[src/rtl/spti_pkg.sv]
// Package: shared types, constants and codes for the point table interpolator.
`timescale 1ns / 1ps
`default_nettype none
package spti_pkg;

    localparam int DEPTH_DEFAULT = 16;

    localparam logic       CMD_INSERT = 1'b0;
    localparam logic       CMD_INTERP = 1'b1;

    localparam logic [1:0] ST_OK    = 2'd0;
    localparam logic [1:0] ST_FULL  = 2'd1;
    localparam logic [1:0] ST_DUP   = 2'd2;
    localparam logic [1:0] ST_EMPTY = 2'd3;

    localparam logic [2:0] TR_EMPTY   = 3'd0;
    localparam logic [2:0] TR_CONST   = 3'd1;
    localparam logic [2:0] TR_RISING  = 3'd2;
    localparam logic [2:0] TR_FALLING = 3'd3;
    localparam logic [2:0] TR_MIXED   = 3'd4;

    typedef struct packed {
        logic               command;
        logic signed [15:0] x_value;
        logic signed [15:0] y_value;
    } in_word_t;

    typedef struct packed {
        logic        [1:0]  status;
        logic signed [15:0] result_y;
        logic        [4:0]  point_count;
        logic signed [15:0] min_y;
        logic signed [15:0] max_y;
        logic        [2:0]  trend;
    } out_word_t;

    // divider handshake
    typedef struct packed {
        logic        start;
        logic        neg;
        logic [32:0] num;
        logic [16:0] den;
    } div_req_t;

endpackage
`default_nettype wire

[src/rtl/sorted_point_table_interpolator_top.sv]
// Top level: sorted point table with piecewise linear interpolation.
`timescale 1ns / 1ps
`default_nettype none
//  channel | direction | handshake          | word
//  in      | input     | in_valid/in_ready  | spti_pkg::in_word_t (command, x, y)
//  out     | output    | out_valid/out_ready| spti_pkg::out_word_t (status..trend)
//
// One word at a time. Timing is set by the single-port point RAMs and the divider: search
// reads the RAM once per halving, a shift reads and rewrites each moved entry, and the
// statistics scan reads each stored y and then loads the output; interpolate adds the
// segment reads and the divide. Reset clears the point count, the state and the output
// valid flag; RAM contents are undefined and never used beyond the count. A finished word
// sits in the output register while out_ready is low; a new input word is taken once that
// register is empty.
module sorted_point_table_interpolator_top #(
    parameter int DEPTH = spti_pkg::DEPTH_DEFAULT
) (
    input  wire logic                 clk,
    input  wire logic                 rst_n,
    input  wire logic                 in_valid,
    output logic                      in_ready,
    input  wire spti_pkg::in_word_t   in_data,
    output logic                      out_valid,
    input  wire logic                 out_ready,
    output spti_pkg::out_word_t       out_data
);
    import spti_pkg::*;

    localparam int AW = $clog2(DEPTH);
    localparam int CW = $clog2(DEPTH + 1);

    typedef enum logic [11:0] {
        S_IDLE   = 12'b000000000001,
        S_SRCH   = 12'b000000000010, // issue read at mid
        S_SRCHW  = 12'b000000000100, // compare returned x
        S_SHRD   = 12'b000000001000, // read entry i-1
        S_SHWR   = 12'b000000010000, // write it to i
        S_PUT    = 12'b000000100000,
        S_SEGRD  = 12'b000001000000, // read lower end of segment
        S_SEGRD2 = 12'b000010000000, // read upper end
        S_SEGW   = 12'b000100000000,
        S_DIV    = 12'b001000000000,
        S_STAT   = 12'b010000000000, // scan y for min/max/trend
        S_DONE   = 12'b100000000000
    } state_t;

    state_t      state_reg, state_next;
    logic [CW-1:0] cnt_reg, cnt_next;
    logic [CW-1:0] lo_reg, lo_next, hi_reg, hi_next;
    logic [CW-1:0] idx_reg, idx_next;
    logic          cmd_reg;
    logic signed [15:0] x_reg, y_reg;
    logic          dup_reg, dup_next;
    logic [1:0]    status_reg, status_next;
    logic signed [15:0] res_reg, res_next;
    logic signed [15:0] x0_reg, x0_next, y0_reg, y0_next;
    logic          ph_reg, ph_next;
    logic signed [15:0] mn_reg, mn_next, mx_reg, mx_next, py_reg, py_next;
    logic          up_reg, up_next, dn_reg, dn_next;
    logic          ov_reg, ov_next;
    out_word_t     ow_reg, ow_next;

    logic          we;
    logic [AW-1:0] addr;
    logic [15:0]   xw, yw, xr, yr;
    logic [CW-1:0] mid;
    div_req_t      dreq;
    logic          ddone;
    logic signed [33:0] quot;
    logic signed [16:0] dy, dx_s, den_s;
    logic signed [33:0] prod;
    logic signed [34:0] sum;

    spti_ram #(.WIDTH(16), .DEPTH(DEPTH)) u_xram
        (.clk(clk), .we(we), .addr(addr), .wdata(xw), .rdata(xr));
    spti_ram #(.WIDTH(16), .DEPTH(DEPTH)) u_yram
        (.clk(clk), .we(we), .addr(addr), .wdata(yw), .rdata(yr));
    spti_div u_div (.clk(clk), .rst_n(rst_n), .req(dreq), .done(ddone), .quot(quot));

    assign mid      = lo_reg + ((hi_reg - lo_reg) >> 1);
    assign in_ready = (state_reg == S_IDLE) && !ov_reg;
    assign out_valid = ov_reg;
    assign out_data  = ow_reg;

    // segment arithmetic from registered end points (x1,y1 straight from RAM)
    assign dy    = $signed({yr[15], yr}) - $signed({y0_reg[15], y0_reg});
    assign dx_s  = $signed({x_reg[15], x_reg}) - $signed({x0_reg[15], x0_reg});
    assign den_s = $signed({xr[15], xr}) - $signed({x0_reg[15], x0_reg});
    assign prod  = dy * dx_s;
    assign sum   = $signed({{19{y0_reg[15]}}, y0_reg}) + $signed({quot[33], quot});

    always_comb
    begin
        state_next = state_reg;
        cnt_next = cnt_reg; lo_next = lo_reg; hi_next = hi_reg; idx_next = idx_reg;
        dup_next = dup_reg; status_next = status_reg; res_next = res_reg;
        x0_next = x0_reg; y0_next = y0_reg; ph_next = ph_reg;
        mn_next = mn_reg; mx_next = mx_reg; py_next = py_reg;
        up_next = up_reg; dn_next = dn_reg; ov_next = ov_reg; ow_next = ow_reg;
        we = 1'b0; addr = '0; xw = x_reg; yw = y_reg;
        dreq = '0;
        if (ov_reg && out_ready)
        begin
            ov_next = 1'b0;
        end
        case (state_reg)
            S_IDLE:
            begin
                if (in_valid && in_ready)
                begin
                    lo_next = '0; hi_next = cnt_reg; dup_next = 1'b0;
                    status_next = ST_OK; res_next = '0;
                    if (in_data.command == CMD_INSERT)
                    begin
                        if (cnt_reg >= CW'(DEPTH))
                        begin
                            status_next = ST_FULL;
                            state_next = S_STAT;
                        end
                        else
                        begin
                            state_next = S_SRCH;
                        end
                    end
                    else if (cnt_reg == '0)
                    begin
                        status_next = ST_EMPTY;
                        state_next = S_STAT;
                    end
                    else
                    begin
                        state_next = S_SRCH;
                    end
                    idx_next = '0; ph_next = 1'b0;
                end
            end
            S_SRCH:
            begin
                addr = mid[AW-1:0];
                if (lo_reg < hi_reg)
                begin
                    state_next = S_SRCHW;
                end
                else if (cmd_reg == CMD_INSERT)
                begin
                    if (dup_reg)
                    begin
                        status_next = ST_DUP;
                        state_next = S_STAT;
                    end
                    else
                    begin
                        idx_next = cnt_reg;
                        state_next = (cnt_reg > lo_reg) ? S_SHRD : S_PUT;
                    end
                end
                else
                begin
                    // lo = count of x <= query; clamp to [1, count-1], or 0 for a single point
                    if (cnt_reg == CW'(1))
                    begin
                        idx_next = '0;
                    end
                    else if (lo_reg == '0)
                    begin
                        idx_next = CW'(1);
                    end
                    else if (lo_reg > cnt_reg - CW'(1))
                    begin
                        idx_next = cnt_reg - CW'(1);
                    end
                    else
                    begin
                        idx_next = lo_reg;
                    end
                    state_next = S_SEGRD;
                end
            end
            S_SRCHW:
            begin
                addr = mid[AW-1:0];
                if ($signed(xr) == x_reg)
                begin
                    dup_next = 1'b1;
                end
                if ($signed(xr) <= x_reg)
                begin
                    lo_next = mid + CW'(1);
                end
                else
                begin
                    hi_next = mid;
                end
                state_next = S_SRCH;
            end
            S_SHRD:
            begin
                addr = AW'(idx_reg - CW'(1));
                state_next = S_SHWR;
            end
            S_SHWR:
            begin
                we = 1'b1; addr = idx_reg[AW-1:0]; xw = xr; yw = yr;
                idx_next = idx_reg - CW'(1);
                state_next = (idx_reg - CW'(1) > lo_reg) ? S_SHRD : S_PUT;
            end
            S_PUT:
            begin
                we = 1'b1; addr = lo_reg[AW-1:0];
                cnt_next = cnt_reg + CW'(1);
                state_next = S_STAT;
                idx_next = '0;
            end
            S_SEGRD:
            begin
                addr = (cnt_reg == CW'(1)) ? '0 : AW'(idx_reg - CW'(1));
                state_next = S_SEGRD2;
            end
            S_SEGRD2:
            begin
                addr = idx_reg[AW-1:0];
                x0_next = xr; y0_next = yr;
                if (cnt_reg == CW'(1))
                begin
                    res_next = yr;
                    idx_next = '0;
                    state_next = S_STAT;
                end
                else
                begin
                    state_next = S_SEGW;
                end
            end
            S_SEGW:
            begin
                addr = idx_reg[AW-1:0];
                dreq.start = 1'b1;
                dreq.neg   = prod[33] ^ den_s[16];
                dreq.num   = prod[33] ? 33'(-prod) : prod[32:0];
                dreq.den   = den_s[16] ? 17'(-den_s) : den_s;
                state_next = S_DIV;
            end
            S_DIV:
            begin
                if (ddone)
                begin
                    if (sum > 35'sd32767)
                    begin
                        res_next = 16'sh7fff;
                    end
                    else if (sum < -35'sd32768)
                    begin
                        res_next = -16'sh8000;
                    end
                    else
                    begin
                        res_next = sum[15:0];
                    end
                    idx_next = '0;
                    state_next = S_STAT;
                end
            end
            S_STAT:
            begin
                // ph 0: read idx; ph 1: fold returned y
                addr = idx_reg[AW-1:0];
                if (!ph_reg)
                begin
                    if (idx_reg >= cnt_reg)
                    begin
                        state_next = S_DONE;
                    end
                    else
                    begin
                        ph_next = 1'b1;
                    end
                end
                else
                begin
                    ph_next = 1'b0;
                    idx_next = idx_reg + CW'(1);
                    py_next = yr;
                    if (idx_reg == '0)
                    begin
                        mn_next = yr; mx_next = yr; up_next = 1'b0; dn_next = 1'b0;
                    end
                    else
                    begin
                        if ($signed(yr) < mn_reg) mn_next = yr;
                        if ($signed(yr) > mx_reg) mx_next = yr;
                        if (py_reg < $signed(yr)) up_next = 1'b1;
                        else if (py_reg > $signed(yr)) dn_next = 1'b1;
                    end
                end
            end
            S_DONE:
            begin
                if (!ov_reg || out_ready)
                begin
                    ow_next.status = status_reg;
                    ow_next.result_y = res_reg;
                    ow_next.point_count = 5'(cnt_reg);
                    ow_next.min_y = (cnt_reg == '0) ? '0 : mn_reg;
                    ow_next.max_y = (cnt_reg == '0) ? '0 : mx_reg;
                    if (cnt_reg == '0) ow_next.trend = TR_EMPTY;
                    else if (up_reg && dn_reg) ow_next.trend = TR_MIXED;
                    else if (up_reg) ow_next.trend = TR_RISING;
                    else if (dn_reg) ow_next.trend = TR_FALLING;
                    else ow_next.trend = TR_CONST;
                    ov_next = 1'b1;
                    state_next = S_IDLE;
                end
            end
            default:
            begin
                state_next = S_IDLE;
            end
        endcase
    end

    always_ff @(posedge clk or negedge rst_n)
    begin
        if (!rst_n)
        begin
            state_reg <= S_IDLE;
            cnt_reg   <= '0;
            ov_reg    <= 1'b0;
        end
        else
        begin
            state_reg <= state_next;
            cnt_reg   <= cnt_next;
            ov_reg    <= ov_next;
        end
    end

    always_ff @(posedge clk)
    begin
        if (in_valid && in_ready)
        begin
            cmd_reg <= in_data.command;
            x_reg   <= in_data.x_value;
            y_reg   <= in_data.y_value;
        end
        lo_reg <= lo_next; hi_reg <= hi_next; idx_reg <= idx_next;
        dup_reg <= dup_next; status_reg <= status_next; res_reg <= res_next;
        x0_reg <= x0_next; y0_reg <= y0_next; ph_reg <= ph_next;
        mn_reg <= mn_next; mx_reg <= mx_next; py_reg <= py_next;
        up_reg <= up_next; dn_reg <= dn_next; ow_reg <= ow_next;
    end

    a_cnt_max: assert property (@(posedge clk) disable iff (!rst_n)
        cnt_reg <= CW'(DEPTH)) else $error("point count beyond depth");
    a_cnt_step: assert property (@(posedge clk) disable iff (!rst_n)
        cnt_reg != $past(cnt_reg) |-> cnt_reg == $past(cnt_reg) + CW'(1))
        else $error("point count moved by other than one");
    a_write_ins: assert property (@(posedge clk) disable iff (!rst_n)
        we |-> cmd_reg == CMD_INSERT) else $error("table written on interpolate");
    a_onehot: assert property (@(posedge clk) disable iff (!rst_n)
        $onehot(state_reg)) else $error("state not one-hot");
endmodule
`default_nettype wire

[src/rtl/spti_ram.sv]
// Generic single-port RAM with registered read.
`timescale 1ns / 1ps
`default_nettype none
module spti_ram #(
    parameter int WIDTH = 16,
    parameter int DEPTH = 16
) (
    input  wire logic                     clk,
    input  wire logic                     we,
    input  wire logic [$clog2(DEPTH)-1:0] addr,
    input  wire logic [WIDTH-1:0]         wdata,
    output logic      [WIDTH-1:0]         rdata
);
    logic [WIDTH-1:0] mem [DEPTH];

    always_ff @(posedge clk)
    begin
        if (we)
        begin
            mem[addr] <= wdata;
        end
        rdata <= mem[addr];
    end
endmodule
`default_nettype wire

[src/rtl/spti_div.sv]
// Restoring divider: unsigned 33/17 bit quotient, one bit per cycle, sign applied at end.
`timescale 1ns / 1ps
`default_nettype none
module spti_div (
    input  wire logic                      clk,
    input  wire logic                      rst_n,
    input  wire spti_pkg::div_req_t        req,
    output logic                           done,
    output logic signed [33:0]             quot
);
    import spti_pkg::*;

    logic [32:0] q_reg, q_next;
    logic [17:0] r_reg, r_next;
    logic [16:0] d_reg;
    logic        neg_reg;
    logic [5:0]  cnt_reg, cnt_next;
    logic        busy_reg, busy_next;
    logic        done_next;
    logic [17:0] shifted;
    logic [17:0] diff;

    always_comb
    begin
        shifted   = {r_reg[16:0], q_reg[32]};
        diff      = shifted - {1'b0, d_reg};
        q_next    = q_reg;
        r_next    = r_reg;
        cnt_next  = cnt_reg;
        busy_next = busy_reg;
        done_next = 1'b0;
        if (req.start)
        begin
            q_next    = req.num;
            r_next    = '0;
            cnt_next  = 6'd33;
            busy_next = 1'b1;
        end
        else if (busy_reg)
        begin
            if (!diff[17])
            begin
                r_next = diff;
                q_next = {q_reg[31:0], 1'b1};
            end
            else
            begin
                r_next = shifted;
                q_next = {q_reg[31:0], 1'b0};
            end
            cnt_next = cnt_reg - 6'd1;
            if (cnt_reg == 6'd1)
            begin
                busy_next = 1'b0;
                done_next = 1'b1;
            end
        end
    end

    always_ff @(posedge clk or negedge rst_n)
    begin
        if (!rst_n)
        begin
            busy_reg <= 1'b0;
            cnt_reg  <= '0;
            done     <= 1'b0;
        end
        else
        begin
            busy_reg <= busy_next;
            cnt_reg  <= cnt_next;
            done     <= done_next;
        end
    end

    always_ff @(posedge clk)
    begin
        q_reg <= q_next;
        r_reg <= r_next;
        if (req.start)
        begin
            d_reg   <= req.den;
            neg_reg <= req.neg;
        end
    end

    assign quot = neg_reg ? -$signed({1'b0, q_reg}) : $signed({1'b0, q_reg});
endmodule
`default_nettype wire

[config.mk]
export PLATFORM = sky130hd
export DESIGN_NAME = sorted_point_table_interpolator_top
export DESIGN_NICKNAME = d
export VERILOG_FILES = /design/src/rtl/spti_pkg.sv /design/src/rtl/sorted_point_table_interpolator_top.sv /design/src/rtl/spti_ram.sv /design/src/rtl/spti_div.sv
export SDC_FILE = /design/constraint.sdc
export NUM_CORES = 2
export LEC_CHECK = 0
export BUFFER_PORTS_ARGS = -buffer_cell sky130_fd_sc_hd__buf_4
export CAP_MARGIN = 40
export CORE_MARGIN = 4
export CORE_UTILIZATION = 30
export CTS_CLUSTER_DIAMETER = 40
export CTS_CLUSTER_SIZE = 16
export DETAILED_ROUTE_END_ITERATION = 10
export PLACE_DENSITY = 0.51
export SETUP_SLACK_MARGIN = 0.4
export SYNTH_ARGS = -nofsm -noshare
export SYNTH_HDL_FRONTEND = slang
export SYNTH_SLANG_ARGS = --single-unit
export TNS_END_PERCENT = 30
[constraint.sdc]
create_clock -name clk -period 14.4 [get_ports clk]
set_clock_uncertainty 0.2 [all_clocks]
set_input_delay 0 -clock clk [delete_from_list [all_inputs] [get_ports clk]]
set_output_delay 0 -clock clk [all_outputs]
set_load 0.01 [all_outputs]
==> results.yml <==
timing:
  fmax_mhz: 90.63
  maxSlewViolCount: 0
  setup_tns_ps: 0
  tightest_slew_ps: 943.8
  finalSetupViolations: 0
  period_minus_slack_ps: 11030
  rsz0062_at_grt: "no"
  fin_crit_sh_pct: 76.62
  max_slew_margin_pct: 37.08
  finalHoldViolations: 0
synth:
  netlist_instances: 4228
  syn_area_um2: 52130
  syn-num-nets: 4856
  yosysWarnings: 0
  synth.area.top_cells: "edfxtp_1 44%, fa_1 12%, ha_1 6.9%, mux4_2 5.5%, inv_1 3.8%"
  ys_seq_area_share_pct: 47.55
  async_flop_share_pct: 3.073
  synthTopCellsByCount: "771 x edfxtp_1, 526 x inv_1, 353 x nand2_1, 314 x nor2_1, 303 x fa_1"
  synth_edf_count: 771
  synth_ff_type: "edfxtp_1"
  synth_top_area_share_pct: 44.41
  synth.most_common_cell: "edfxtp_1"
  synth.largest_area_cell: "edfxtp_1"
  syn_area_per_cell_um2: 12.33
  yosys_register_bits: 846
  synth_cell_type_count: 114
critical_path:
  crit_type: "register to register"
  r2r_cells: 39
  cp_data_arrival_time_ps: 11280
  crit_path_max_fanout: 27
  slowest_stage: "fa_1"
  critPathMaxStageDelay_ps: 740
  required_ps: 14650
  end_kind: "register"
  reg2reg_slack_ps: 3370
  crit_top_cell: "fa_1"
  reg2reg_from: "u_yram.rdata[0]"
  rr_endpoint: "u_div.q_reg[23]"
  worstSetupStartpointType: "register"
cts:
  h-tree-depth: 3
  post-cts-setup-buffers: 0
  cts_sinks: 846
  numCtsBuffers: 121
  holdBufCountCts: 73
  clock_latency_ps: 770
  clockBufferDepth: 3
  ctsResizeCount: 0
  root_buffer: "clkbuf_16"
  cts_tree: "built"
  path_clk_slew_ps: 60
grt:
  globalRoute.totalOverflow: 0
  grt_pass1_wl_um: 214400
  grt_usage_pct: 15.55
  grt_pass1_vias: 34340
  antenna_found_initial: 2
  grt_max_degree: 129
flow_run:
  cap_violations: 0
final_layout:
  drive_gt1_share_pct: 15.24
  final_nets: 5166
  register_area_um2: 24790
  multiInputGateArea_um2: 25070
  area_growth_pct: 18.79
  n_fill_cell: 16640
route:
  wl_per_cell_um: 20.18
  drt_pass1_iterations: 5
  first_iter_violations: 2271
  vias: 33310
  drt-total-wl_um: 140400
  drc: 0
  vias_per_cell: 4.787
  ant_nets: 0
floorplanning:
  fp.coreArea_um2: 172100
  die_h_um: 424.8
  die-area_um2: 180500
  fp.dieW_um: 424.8
  io_pins: 97
  floorplan.initialDensity_pct: 30.29
  rows: 152
placement:
  dp_hpwl_um: 97740
  port_buffers: 96
  gp_congestion: 0.8715
worst_hold_path:
  hold-path-cell-count: 5
  whs_endpoint: "state_reg[1]"
  holdCritStartpoint: "in_data[32]"
  holdCritPathClass: "input pin to register"
outcome:
  status: "finished clean"
per-stage QoR:
step / instance area, um2 / util (%) / instances / hold slack (ps) / setup slack [ps]
detailed placement: 56820 / 33.01 / 6652 / -253.3 / 3399
CTS: 61920 / 35.98 / 6957 / 57.58 / 3319
global placement: 56320 / 32.72 / 6618 / -251.3 / 3304
global route: 61920 / 35.98 / 6958 / 120.3 / 2587
floorplan: 52130 / - / 4228 / -495.6 / 4753
finish: 61920 / 35.98 / 6958 / 97.70 / 3367
how the worst max path moves through the flow:
stage                      end  cells after the start  slack [ps]       startpoint
2_1_floorplan  u_div.q_reg[28]                     39        4750  u_yram.rdata[0]
3_3_place_gp   u_div.q_reg[23]                     38        3300  u_yram.rdata[0]
3_5_place_dp   u_div.q_reg[23]                     39        3400  u_yram.rdata[0]
4_1_cts        u_div.q_reg[14]                     39        3320  u_yram.rdata[0]
5_1_grt        u_div.q_reg[28]                     39        2590  u_yram.rdata[0]
6_report       u_div.q_reg[23]                     39        3370  u_yram.rdata[0]
logic make-up after synthesis:
| group | count (synthesis) | share of synthesized area (%) |
|---|---|---|
| compound gates | 610 | 7.667 |
| xor+xnor | 228 | 3.867 |
| fa+ha+maj | 591 | 18.55 |
| buf+inv | 659 | 4.921 |
| flops | 846 | 47.55 |
| mux | 250 | 7.890 |
| simple gates | 1044 | 9.560 |
layout make-up:
cell class,instances,area share [%]
multi-input combinational,2723,40.48
sequential,846,40.03
clock buffer,135,5.090
tap,2310,4.668
timing repair buffer,318,4.585
inverter,528,3.201
clock inverter,97,1.944
antenna,1,0.004041
cells in the final DEF, fill, tap and decap left out, drive strengths merged, types with 144 or more instances in the layout:
master  netlist  layout
a21oi       144     144
xnor2       171     171
buf          48     243
nor2        317     317
inv         527     554
fa          303     303
edfxtp      771     771
o21ai       189     189
ha          288     288
nand2       354     354
critical path: cells and delay by family (launching register included):
kind / cells / cell delay [ps]
xor+xnor: 2 / 470
fa+ha+maj: 9 / 4250
simple gates: 5 / 760
compound gates: 14 / 3300
flops: 1 / 380
buf+inv: 8 / 1030
mux: 1 / 280
layer usage:
metal  vias to the layer above  global-route usage (%)  wire, um
li1                      15580                       -         -
met1                     16890                   20.44     61610
met2                       656                   26.68     69270
met3                       186                   2.278      5754
met4                         0                   4.522      3762
met5                         -                       0         0
Power is left out: the tool's default activity adds up to more than one toggle a clock period on the data nets, which glitch-free logic cannot reach.
